## src/rtl/abkf_pkg.sv

```systemverilog
// Shared types, register codes and the operation sequence of the Kalman filter.
// Used by abkf_alu and angle_bias_kalman_filter; depends on nothing else.
package abkf_pkg;

    typedef enum logic [2:0] {
        ALU_ADD,
        ALU_SUB,
        ALU_SUBADD,
        ALU_MUL,
        ALU_DIV
    } alu_op_t;

    typedef struct packed {
        logic    start;
        alu_op_t op;
    } alu_req_t;

    typedef enum logic [4:0] {
        R_ANG, R_BIA, R_P00, R_P01, R_P10, R_P11,
        R_DT, R_QA, R_QB, R_RN, R_MEAS, R_RATE,
        R_S, R_K0, R_K1, R_Y, R_T0, R_T1, R_T2, R_T3
    } reg_id_t;

    localparam int NUM_REGS = 20;

    typedef struct packed {
        alu_op_t op;
        reg_id_t a;
        reg_id_t b;
        reg_id_t c;
        reg_id_t dst;
    } uop_t;

    localparam int          NUM_UOPS = 28;
    localparam logic [4:0]  LAST_UOP = 5'(NUM_UOPS - 1);

    typedef enum logic [2:0] {
        ST_IDLE,
        ST_FETCH_A,
        ST_FETCH_B,
        ST_FETCH_C,
        ST_EXEC,
        ST_WAIT,
        ST_DONE
    } seq_state_t;

    typedef enum logic [1:0] {
        CFG_STEP_TIME,
        CFG_ANGLE_NOISE,
        CFG_BIAS_NOISE,
        CFG_MEAS_NOISE
    } cfg_idx_t;

    localparam logic [30:0] STEP_TIME_RST   = 31'd1677722;
    localparam logic [30:0] ANGLE_NOISE_RST = 31'd16777;
    localparam logic [30:0] BIAS_NOISE_RST  = 31'd50332;
    localparam logic [30:0] MEAS_NOISE_RST  = 31'd503316;

    // Predict, gain, correct and covariance update as a list of shared-unit steps.
    // The four covariance products are formed before any covariance entry changes.
    function automatic uop_t uop_at(input logic [4:0] pc);
        uop_t u;
        u = '{ALU_ADD, R_T0, R_T0, R_T0, R_T0};
        case (pc)
            5'd0:  u = '{ALU_SUB,    R_RATE, R_BIA, R_T0, R_T0};
            5'd1:  u = '{ALU_MUL,    R_DT,   R_T0,  R_T0, R_T0};
            5'd2:  u = '{ALU_ADD,    R_ANG,  R_T0,  R_T0, R_ANG};
            5'd3:  u = '{ALU_ADD,    R_P10,  R_P01, R_T0, R_T0};
            5'd4:  u = '{ALU_MUL,    R_DT,   R_T0,  R_T0, R_T0};
            5'd5:  u = '{ALU_MUL,    R_QA,   R_DT,  R_T0, R_T1};
            5'd6:  u = '{ALU_SUBADD, R_P00,  R_T0,  R_T1, R_P00};
            5'd7:  u = '{ALU_MUL,    R_DT,   R_P11, R_T0, R_T0};
            5'd8:  u = '{ALU_SUB,    R_P01,  R_T0,  R_T0, R_P01};
            5'd9:  u = '{ALU_SUB,    R_P10,  R_T0,  R_T0, R_P10};
            5'd10: u = '{ALU_MUL,    R_QB,   R_DT,  R_T0, R_T0};
            5'd11: u = '{ALU_ADD,    R_P11,  R_T0,  R_T0, R_P11};
            5'd12: u = '{ALU_ADD,    R_P00,  R_RN,  R_T0, R_S};
            5'd13: u = '{ALU_DIV,    R_P00,  R_S,   R_T0, R_K0};
            5'd14: u = '{ALU_DIV,    R_P10,  R_S,   R_T0, R_K1};
            5'd15: u = '{ALU_SUB,    R_MEAS, R_ANG, R_T0, R_Y};
            5'd16: u = '{ALU_MUL,    R_K0,   R_Y,   R_T0, R_T0};
            5'd17: u = '{ALU_ADD,    R_ANG,  R_T0,  R_T0, R_ANG};
            5'd18: u = '{ALU_MUL,    R_K1,   R_Y,   R_T0, R_T0};
            5'd19: u = '{ALU_ADD,    R_BIA,  R_T0,  R_T0, R_BIA};
            5'd20: u = '{ALU_MUL,    R_K0,   R_P00, R_T0, R_T0};
            5'd21: u = '{ALU_MUL,    R_K0,   R_P01, R_T0, R_T1};
            5'd22: u = '{ALU_MUL,    R_K1,   R_P00, R_T0, R_T2};
            5'd23: u = '{ALU_MUL,    R_K1,   R_P01, R_T0, R_T3};
            5'd24: u = '{ALU_SUB,    R_P00,  R_T0,  R_T0, R_P00};
            5'd25: u = '{ALU_SUB,    R_P01,  R_T1,  R_T0, R_P01};
            5'd26: u = '{ALU_SUB,    R_P10,  R_T2,  R_T0, R_P10};
            5'd27: u = '{ALU_SUB,    R_P11,  R_T3,  R_T0, R_P11};
            default: u = '{ALU_ADD, R_T0, R_T0, R_T0, R_T0};
        endcase
        return u;
    endfunction

endpackage

```

## src/rtl/angle_bias_kalman_filter.sv

```systemverilog
// Top level of the two-state angle and gyro bias Kalman filter, one state set per axis.
// Depends on abkf_pkg and abkf_alu.
//
//  Channel   Direction  Handshake          Payload
//  cfg       in         cfg_wr_en          cfg_index, cfg_data (31 bits)
//  s_        in         s_tvalid/s_tready  tuser: axis; tdata: angle, rate
//  m_        out        m_tvalid/m_tready  tuser: axis; tdata: angle, bias
//
// Each item runs 28 steps on the single shared unit, 11 multiplies and 2 divides
// among them; a new item is taken only once the last one is finished.
// Synchronous active-low reset restores the config registers and clears all states.
// A result waits in the output register while a new item is taken; an item finished
// before that result is taken waits until the output register is free.
module angle_bias_kalman_filter #(
    parameter int NUM_AXES  = 2,
    parameter int WORD_BITS = 32,
    parameter int FRAC_BITS = 24
) (
    input  logic        aclk,
    input  logic        aresetn,
    input  logic        cfg_wr_en,
    input  logic [1:0]  cfg_index,
    input  logic [30:0] cfg_data,
    input  logic        s_tvalid,
    output logic        s_tready,
    input  logic [63:0] s_tdata,   // measured_angle [31:0], gyro_rate [63:32]
    input  logic [0:0]  s_tuser,   // axis_select [0]
    output logic        m_tvalid,
    input  logic        m_tready,
    output logic [63:0] m_tdata,   // filtered_angle [31:0], bias_estimate [63:32]
    output logic [0:0]  m_tuser    // axis_out [0]
);
    import abkf_pkg::*;

    localparam int W    = WORD_BITS;
    localparam int XW   = (W > 32) ? W : 32;
    localparam int AX_W = (NUM_AXES > 1) ? $clog2(NUM_AXES) : 1;
    localparam logic signed [XW-1:0] XMAX = XW'((64'sd1 <<< (W - 1)) - 64'sd1);
    localparam logic signed [XW-1:0] XMIN = -XMAX - XW'(1);
    localparam logic signed [XW-1:0] OMAX = XW'(64'sd2147483647);
    localparam logic signed [XW-1:0] OMIN = -OMAX - XW'(1);

    function automatic logic signed [W-1:0] sat_word(input logic signed [XW-1:0] v);
        logic signed [W-1:0] r;
        if (v > XMAX) begin
            r = W'(XMAX);
        end else if (v < XMIN) begin
            r = W'(XMIN);
        end else begin
            r = W'(v);
        end
        return r;
    endfunction

    function automatic logic [31:0] sat_out(input logic signed [W-1:0] v);
        logic signed [XW-1:0] e;
        logic [31:0]          r;
        e = XW'(v);
        if (e > OMAX) begin
            r = 32'(OMAX);
        end else if (e < OMIN) begin
            r = 32'(OMIN);
        end else begin
            r = 32'(e);
        end
        return r;
    endfunction

    seq_state_t state_reg, state_next;
    logic [4:0] pc_reg, pc_next;
    uop_t       uop;

    logic [30:0] dt_reg, qa_reg, qb_reg, rn_reg;

    logic signed [W-1:0] rf_reg [NUM_REGS];
    logic signed [W-1:0] ang_st_reg [NUM_AXES];
    logic signed [W-1:0] bia_st_reg [NUM_AXES];
    logic signed [W-1:0] p00_st_reg [NUM_AXES];
    logic signed [W-1:0] p01_st_reg [NUM_AXES];
    logic signed [W-1:0] p10_st_reg [NUM_AXES];
    logic signed [W-1:0] p11_st_reg [NUM_AXES];

    logic [AX_W-1:0]     ax_reg, ax_in;
    logic signed [W-1:0] opa_reg, opb_reg, opc_reg;
    reg_id_t             rd_addr;
    logic signed [W-1:0] rd_data;

    alu_req_t            alu_req;
    logic                alu_done;
    logic signed [W-1:0] alu_result;

    logic        m_tvalid_reg;
    logic [0:0]  m_tuser_reg;
    logic [63:0] m_tdata_reg;

    logic accept_in, out_free;

    assign uop       = uop_at(pc_reg);
    assign accept_in = s_tvalid && s_tready;
    assign out_free  = !m_tvalid_reg || m_tready;
    assign ax_in     = (NUM_AXES == 1) ? '0 : AX_W'(s_tuser);
    assign rd_data   = rf_reg[rd_addr];

    // Next state.
    always_comb begin
        state_next = state_reg;
        case (state_reg)
            ST_IDLE:    if (s_tvalid) state_next = ST_FETCH_A;
            ST_FETCH_A: state_next = ST_FETCH_B;
            ST_FETCH_B: state_next = ST_FETCH_C;
            ST_FETCH_C: state_next = ST_EXEC;
            ST_EXEC:    state_next = ST_WAIT;
            ST_WAIT: begin
                if (alu_done) begin
                    state_next = (pc_reg == LAST_UOP) ? ST_DONE : ST_FETCH_A;
                end
            end
            ST_DONE:    if (out_free) state_next = ST_IDLE;
            default:    state_next = ST_IDLE;
        endcase
    end

    // Sequencer outputs.
    always_comb begin
        s_tready      = 1'b0;
        alu_req.start = 1'b0;
        alu_req.op    = uop.op;
        rd_addr       = uop.a;
        case (state_reg)
            ST_IDLE:    s_tready = 1'b1;
            ST_FETCH_A: rd_addr = uop.a;
            ST_FETCH_B: rd_addr = uop.b;
            ST_FETCH_C: rd_addr = uop.c;
            ST_EXEC:    alu_req.start = 1'b1;
            default:    rd_addr = uop.a;
        endcase
    end

    abkf_alu #(
        .WORD_BITS(WORD_BITS),
        .FRAC_BITS(FRAC_BITS)
    ) u_alu (
        .aclk    (aclk),
        .aresetn (aresetn),
        .req     (alu_req),
        .a       (opa_reg),
        .b       (opb_reg),
        .c       (opc_reg),
        .done    (alu_done),
        .result  (alu_result)
    );

    assign pc_next = (state_reg == ST_IDLE) ? 5'd0 :
                     (state_reg == ST_WAIT && alu_done) ? pc_reg + 5'd1 : pc_reg;

    always_ff @(posedge aclk) begin
        if (!aresetn) begin
            state_reg    <= ST_IDLE;
            pc_reg       <= '0;
            m_tvalid_reg <= 1'b0;
            dt_reg       <= STEP_TIME_RST;
            qa_reg       <= ANGLE_NOISE_RST;
            qb_reg       <= BIAS_NOISE_RST;
            rn_reg       <= MEAS_NOISE_RST;
            for (int i = 0; i < NUM_AXES; i++) begin
                ang_st_reg[i] <= '0;
                bia_st_reg[i] <= '0;
                p00_st_reg[i] <= '0;
                p01_st_reg[i] <= '0;
                p10_st_reg[i] <= '0;
                p11_st_reg[i] <= '0;
            end
        end else begin
            state_reg <= state_next;
            pc_reg    <= pc_next;
            if (cfg_wr_en) begin
                case (cfg_idx_t'(cfg_index))
                    CFG_STEP_TIME:   dt_reg <= cfg_data;
                    CFG_ANGLE_NOISE: qa_reg <= cfg_data;
                    CFG_BIAS_NOISE:  qb_reg <= cfg_data;
                    CFG_MEAS_NOISE:  rn_reg <= cfg_data;
                    default:         dt_reg <= dt_reg;
                endcase
            end
            if (state_reg == ST_DONE && out_free) begin
                m_tvalid_reg <= 1'b1;
            end else if (m_tvalid_reg && m_tready) begin
                m_tvalid_reg <= 1'b0;
            end
            if (state_reg == ST_DONE && out_free) begin
                ang_st_reg[ax_reg] <= rf_reg[R_ANG];
                bia_st_reg[ax_reg] <= rf_reg[R_BIA];
                p00_st_reg[ax_reg] <= rf_reg[R_P00];
                p01_st_reg[ax_reg] <= rf_reg[R_P01];
                p10_st_reg[ax_reg] <= rf_reg[R_P10];
                p11_st_reg[ax_reg] <= rf_reg[R_P11];
            end
        end
    end

    // Working registers, operand latches and the output payload.
    always_ff @(posedge aclk) begin
        if (accept_in) begin
            ax_reg         <= ax_in;
            rf_reg[R_ANG]  <= ang_st_reg[ax_in];
            rf_reg[R_BIA]  <= bia_st_reg[ax_in];
            rf_reg[R_P00]  <= p00_st_reg[ax_in];
            rf_reg[R_P01]  <= p01_st_reg[ax_in];
            rf_reg[R_P10]  <= p10_st_reg[ax_in];
            rf_reg[R_P11]  <= p11_st_reg[ax_in];
            rf_reg[R_DT]   <= sat_word(XW'({1'b0, dt_reg}));
            rf_reg[R_QA]   <= sat_word(XW'({1'b0, qa_reg}));
            rf_reg[R_QB]   <= sat_word(XW'({1'b0, qb_reg}));
            rf_reg[R_RN]   <= sat_word(XW'({1'b0, rn_reg}));
            rf_reg[R_MEAS] <= sat_word(XW'($signed(s_tdata[31:0])));
            rf_reg[R_RATE] <= sat_word(XW'($signed(s_tdata[63:32])));
        end else if (state_reg == ST_WAIT && alu_done) begin
            rf_reg[uop.dst] <= alu_result;
        end
        case (state_reg)
            ST_FETCH_A: opa_reg <= rd_data;
            ST_FETCH_B: opb_reg <= rd_data;
            ST_FETCH_C: opc_reg <= rd_data;
            default:    opa_reg <= opa_reg;
        endcase
        if (state_reg == ST_DONE && out_free) begin
            m_tuser_reg <= ax_reg[0];
            m_tdata_reg <= {sat_out(rf_reg[R_BIA]), sat_out(rf_reg[R_ANG])};
        end
    end

    assign m_tvalid = m_tvalid_reg;
    assign m_tuser  = m_tuser_reg;
    assign m_tdata  = m_tdata_reg;

endmodule

```

## src/rtl/abkf_alu.sv

```systemverilog
// Shared arithmetic unit: saturating add and subtract, shift-add multiply and
// restoring divide in signed fixed point. Depends on abkf_pkg.
module abkf_alu #(
    parameter int WORD_BITS = 32,
    parameter int FRAC_BITS = 24
) (
    input  logic                        aclk,
    input  logic                        aresetn,
    input  abkf_pkg::alu_req_t          req,
    input  logic signed [WORD_BITS-1:0] a,
    input  logic signed [WORD_BITS-1:0] b,
    input  logic signed [WORD_BITS-1:0] c,
    output logic                        done,
    output logic signed [WORD_BITS-1:0] result
);
    import abkf_pkg::*;

    localparam int W  = WORD_BITS;
    localparam int F  = FRAC_BITS;
    localparam int QW = W + F;
    localparam int PW = 2 * W;
    localparam int MW = PW + 1 - F;
    localparam int CW = $clog2(QW + 1);
    localparam logic signed [W-1:0]   WMAX = {1'b0, {(W-1){1'b1}}};
    localparam logic signed [W-1:0]   WMIN = {1'b1, {(W-1){1'b0}}};
    localparam logic [PW:0]           RND  = (PW+1)'(1) << (F - 1);

    typedef enum logic [1:0] {AL_IDLE, AL_MUL, AL_DIV, AL_FIN} alu_state_t;

    alu_state_t          st_reg, st_next;
    logic                done_reg, done_next;
    logic [CW-1:0]       cnt_reg, cnt_next;
    alu_op_t             op_reg, op_next;
    logic                neg_reg, neg_next;
    logic [W-1:0]        x_reg, x_next;
    logic [PW-1:0]       prod_reg, prod_next;
    logic [QW-1:0]       quo_reg, quo_next;
    logic [W-1:0]        rem_reg, rem_next;
    logic signed [W-1:0] res_reg, res_next;

    logic [W-1:0]        mag_a, mag_b;
    logic signed [W+1:0] sum;
    logic [W:0]          upper_sum;
    logic [W:0]          trial;
    logic                ge;
    logic [PW:0]         rounded;
    logic [MW-1:0]       mres;
    logic                over;
    logic [W-1:0]        mag_res;

    assign mag_a = a[W-1] ? (W'(~a) + W'(1)) : W'(a);
    assign mag_b = b[W-1] ? (W'(~b) + W'(1)) : W'(b);

    always_comb begin
        case (req.op)
            ALU_ADD:    sum = (W+2)'(a) + (W+2)'(b);
            ALU_SUB:    sum = (W+2)'(a) - (W+2)'(b);
            ALU_SUBADD: sum = (W+2)'(a) - (W+2)'(b) + (W+2)'(c);
            default:    sum = '0;
        endcase
    end

    assign upper_sum = {1'b0, prod_reg[PW-1:W]} + (prod_reg[0] ? {1'b0, x_reg} : '0);
    assign trial     = {rem_reg, quo_reg[QW-1]};
    assign ge        = trial >= {1'b0, x_reg};
    assign rounded   = {1'b0, prod_reg} + RND;
    assign mres      = rounded[PW:F];

    always_comb begin
        if (op_reg == ALU_MUL) begin
            over    = (mres >> (W - 1)) != '0;
            mag_res = W'(mres);
        end else begin
            over    = (quo_reg >> (W - 1)) != '0;
            mag_res = W'(quo_reg);
        end
    end

    always_comb begin
        st_next   = st_reg;
        done_next = 1'b0;
        cnt_next  = cnt_reg;
        op_next   = op_reg;
        neg_next  = neg_reg;
        x_next    = x_reg;
        prod_next = prod_reg;
        quo_next  = quo_reg;
        rem_next  = rem_reg;
        res_next  = res_reg;
        case (st_reg)
            AL_IDLE: begin
                if (req.start) begin
                    op_next  = req.op;
                    neg_next = a[W-1] ^ b[W-1];
                    cnt_next = '0;
                    case (req.op)
                        ALU_MUL: begin
                            x_next    = mag_a;
                            prod_next = {W'(0), mag_b};
                            st_next   = AL_MUL;
                        end
                        ALU_DIV: begin
                            if (mag_b == '0) begin
                                res_next  = '0;
                                done_next = 1'b1;
                            end else begin
                                x_next   = mag_b;
                                quo_next = {mag_a, F'(0)};
                                rem_next = '0;
                                st_next  = AL_DIV;
                            end
                        end
                        default: begin
                            if (sum > (W+2)'(WMAX)) begin
                                res_next = WMAX;
                            end else if (sum < (W+2)'(WMIN)) begin
                                res_next = WMIN;
                            end else begin
                                res_next = W'(sum);
                            end
                            done_next = 1'b1;
                        end
                    endcase
                end
            end
            AL_MUL: begin
                prod_next = {upper_sum, prod_reg[W-1:1]};
                cnt_next  = cnt_reg + 1'b1;
                if (cnt_reg == CW'(W - 1)) begin
                    st_next = AL_FIN;
                end
            end
            AL_DIV: begin
                rem_next = ge ? W'(trial - {1'b0, x_reg}) : W'(trial);
                quo_next = {quo_reg[QW-2:0], ge};
                cnt_next = cnt_reg + 1'b1;
                if (cnt_reg == CW'(QW - 1)) begin
                    st_next = AL_FIN;
                end
            end
            AL_FIN: begin
                if (over) begin
                    res_next = neg_reg ? WMIN : WMAX;
                end else begin
                    res_next = neg_reg ? -$signed(mag_res) : $signed(mag_res);
                end
                done_next = 1'b1;
                st_next   = AL_IDLE;
            end
            default: st_next = AL_IDLE;
        endcase
    end

    always_ff @(posedge aclk) begin
        if (!aresetn) begin
            st_reg   <= AL_IDLE;
            done_reg <= 1'b0;
        end else begin
            st_reg   <= st_next;
            done_reg <= done_next;
        end
    end

    always_ff @(posedge aclk) begin
        cnt_reg  <= cnt_next;
        op_reg   <= op_next;
        neg_reg  <= neg_next;
        x_reg    <= x_next;
        prod_reg <= prod_next;
        quo_reg  <= quo_next;
        rem_reg  <= rem_next;
        res_reg  <= res_next;
    end

    assign done   = done_reg;
    assign result = res_reg;

endmodule

```

## config.mk

```make
export PLATFORM = sky130hd
export DESIGN_NAME = angle_bias_kalman_filter
export DESIGN_NICKNAME = d
export VERILOG_FILES = /design/src/rtl/abkf_pkg.sv /design/src/rtl/angle_bias_kalman_filter.sv /design/src/rtl/abkf_alu.sv
export SDC_FILE = /design/constraint.sdc
export NUM_CORES = 2
export LEC_CHECK = 0
export BUFFER_PORTS_ARGS = -buffer_cell sky130_fd_sc_hd__buf_2
export CORE_MARGIN = 2
export CORE_UTILIZATION = 45
export CTS_BUF_LIST = sky130_fd_sc_hd__clkbuf_16
export DETAILED_ROUTE_END_ITERATION = 8
export GPL_TIMING_DRIVEN = 0
export RECOVER_POWER = 50
export SLEW_MARGIN = 30
export SYNTH_ARGS = -nofsm -noshare
export SYNTH_HDL_FRONTEND = slang
export SYNTH_SLANG_ARGS = --single-unit
export TNS_END_PERCENT = 5
```

## constraint.sdc

```tcl
create_clock -name aclk -period 59.9 [get_ports aclk]
set_clock_uncertainty 0.05 [all_clocks]
set_input_delay 2.995 -clock aclk [delete_from_list [all_inputs] [get_ports aclk]]
set_output_delay 2.995 -clock aclk [all_outputs]
set_load 0.03 [all_outputs]
```

==> flow_summary.ini <==
[routing]
firstDrtPassIters = 8
wl_um = 346000
drt_iter0_markers = 8894
via_per_inst = 6.00
ant_nets = 0
drcViolationCount = 0
wl_per_cell_um = 29.7
vias = 69900

[critical_path]
r2r_start = opa_reg[0]
cp_num_cells = 24
r2r_end = u_alu.result[28]
crit_arrival_ns = 7.58
worstSetupPathType = reg2reg
r2r_cells = 24
crit_family = compound AO/OA/AOI/OAI gates
max_stage_delay_ns = 0.50
path_buf_inv = 2
crit_required_ns = 60.41
start_kind = flip-flop
end_kind = flip-flop
critPathMaxFanout = 8
critical_path.cell_chain = inv_1, ha_1, fa_1, nand2b_1, a21o_1, a21oi_1, a2bb2oi_1, a21o_1, a31oi_1, a21oi_1, xnor2_1, ha_1, a21oi_1, o221ai_1, a21o_1, a221o_1, a221oi_1, o41ai_1, a31oi_1, and4_1, o21ai_1, and2_1, clkbuf_1, a221o_1
worst-r2r-setup-slack_ns = 52.83
crit_slowest_cell = edfxtp_1

[logic_synthesis]
yosysWarnings = 0
netlist.area_leader.share_pct = 57.2
netlist_instances = 8134
synth_cell_type_count = 100
synth_area_leaders = edfxtp_1 (57%), and2_1 (4.7%), nand2_1 (4.3%)
synth_seq_cells = 1951
syn_area_mm2 = 0.0944
yosys.area.top_type = edfxtp_1
avgSynthCellArea_um2 = 11.6
syn_nets = 8418
synth_enable_flop_cells = 1796
seq_area_frac_synth_pct = 60.4
async_reset_ff_share_pct = 0
synthFlopType = edfxtp_1

[floorplanning]
die_x_um = 462
coreArea_mm2 = 0.209
ioPinCount = 170
dieArea_mm2 = 0.213
start_util_pct = 45.2
fp.dieH_um = 462
num_rows = 168

[timing]
slew_headroom_pct = -14.9
tightest_slew_ns = 1.72
hold_violations = 0
setup_viol = 0
rsz0062_at_grt = false
max_freq_mhz = 141
holdWs_ns = 0.388
slew_viol_final = 167
tns_ns = 0
post-route-period-util_pct = 11.8
fin_crit_ns = 7.07

[clock_network]
path_clk_slew_ns = 0.06
clk_root_buffer_cell = clkbuf_16
clk_latency_ns = 0.91
ctsHoldBuffers = 0
post_cts_resized = 0
clock_sinks = 1951
cts-buffers-inserted = 208
post_cts_buffers = 0
cts_buffer_depth = 3
cts_tree = done
h-tree-depth = 4

[pwr]
peakVddDrop_v = 0.0000308
leakage_nw = 38.1
pwr_density_cell_mw_per_mm2 = 35.4

[run]
drv_cap = 9

[global_routing]
grt_max_degree = 41
first_global_vias = 66300
grt_use_total_pct = 31.9
grt_pass1_wl_um = 484000
overflow = 0
antenna_found_initial = 27

[min_path]
min_from = uop[22]
hp-class = reg2reg
hold_path_end = u_alu.op_reg[2]
whs_path_depth = 0

[placement]
dp_hpwl_um = 262000
globalplace.congestion = 1.02
numPortBuffers = 169

[status]
status = complete, but fails checks
violations = capacitance limit, slew limit

[layout]
area_growth_pct = 13.6
drive_gt1_share_pct = 9.73
largest_reg_flops = 1024
fin_nets = 8926
-- power by group --
group / total (W) / switching [W] / internal (W)
logic: 0.000796 / 0.000588 / 0.000207
clock network: 0.00131 / 0.000569 / 0.000738
registers: 0.00169 / 0.0000675 / 0.00163
-- routing by layer --
layer	wire (um)	track usage [%]
met1	142000	43.7
met2	152000	48.6
met3	31400	6.12
met4	20000	15.7
met5	27	0
-- logic make-up after synthesis --
family,synth area share (%)
adders and majority gates,2.44
AOI/OAI and AO/OA,13.2
buffers and inverters,3.16
xor gates and xnor gates,2.10
and+or+nand+nor,13.7
DFF,60.4
muxes,4.97
-- layout make-up --
type,count,area (um2)
Clock buffer,212,5310
Fill cell,18500,102000
Antenna cell,9,22.5
Inverter,160,601
Timing Repair Buffer,298,2240
Clock inverter,178,1550
Sequential cell,1951,57000
Tap cell,2805,3510
Buffer,622,2440
Multi-Input combinational cell,5401,34500
-- Yosys cell counts (23+ instances only) --
cell	count
edfxtp_1	1796
nand2_1	1077
and2_1	714
clkbuf_1	564
a21oi_1	524
nor2_1	417
a211oi_1	384
mux2i_1	224
o21ai_0	218
mux2_2	211
ha_1	176
inv_1	158
dfxtp_1	155
a31oi_1	152
xnor2_1	143
a311oi_1	133
nand3_1	114
a21boi_0	98
a21o_1	87
xor2_1	81
nor3_1	69
buf_1	40
nand2b_1	37
nand4_1	37
or3_1	35
o31ai_1	33
nor4_1	31
o21bai_1	29
o21a_1	26
nor2b_1	25
and3_1	23
o211ai_1	23
-- worst reg2reg max path: stages, from the launching register on --
cell	delay [ns]
edfxtp_1	0.50
inv_1	0.29
ha_1	0.31
fa_1	0.45
nand2b_1	0.20
a21o_1	0.22
a21oi_1	0.21
a2bb2oi_1	0.34
a21o_1	0.34
a31oi_1	0.16
a21oi_1	0.30
xnor2_1	0.23
ha_1	0.35
a21oi_1	0.17
o221ai_1	0.15
a21o_1	0.24
a221o_1	0.38
a221oi_1	0.30
o41ai_1	0.12
a31oi_1	0.37
and4_1	0.25
o21ai_1	0.13
and2_1	0.18
clkbuf_1	0.18
a221o_1	0.42
-- stage by stage --
stage          instances  setup slack (ns)  power [W]  util [%]  area [um2]
2_1_floorplan       8134             38.99    0.00208         -       94400
3_3_place_gp       11100             26.57    0.00246      47.2       98700
5_1_grt            11600             52.48    0.00389      51.3      107000
6_report           11600             52.83    0.00380      51.3      107000
3_5_place_dp       11200             52.67    0.00252      48.6      102000
4_1_cts            11600             52.94    0.00381      51.9      108000
-- cells in the final DEF, fill, tap and decap left out, types with 208 or more instances in the layout --
cell type	count
clkbuf_1	616
a211oi_1	384
mux2_2	208
and2_1	694
clkbuf_16	212
edfxtp_1	1796
mux2i_1	224
nand2_1	1070
nor2_1	416
a21oi_1	521
o21ai_0	218
-- worst max-delay path by stage --
stage | start | endpoint | slack [ns]
final | opa_reg[0] | u_alu.result[28] | 52.83
after global routing | opb_reg[2] | u_alu.result[1] | 52.48
after CTS | opa_reg[0] | u_alu.result[28] | 52.94
after detailed placement | m_tready | p10_st_reg[1][5] | 52.67
after global placement | m_tready | ang_st_reg[0][17] | 26.57
after floorplan | m_tready | ang_st_reg[0][0] | 38.99
No activity file was read; power rests on OpenSTA's default activity.
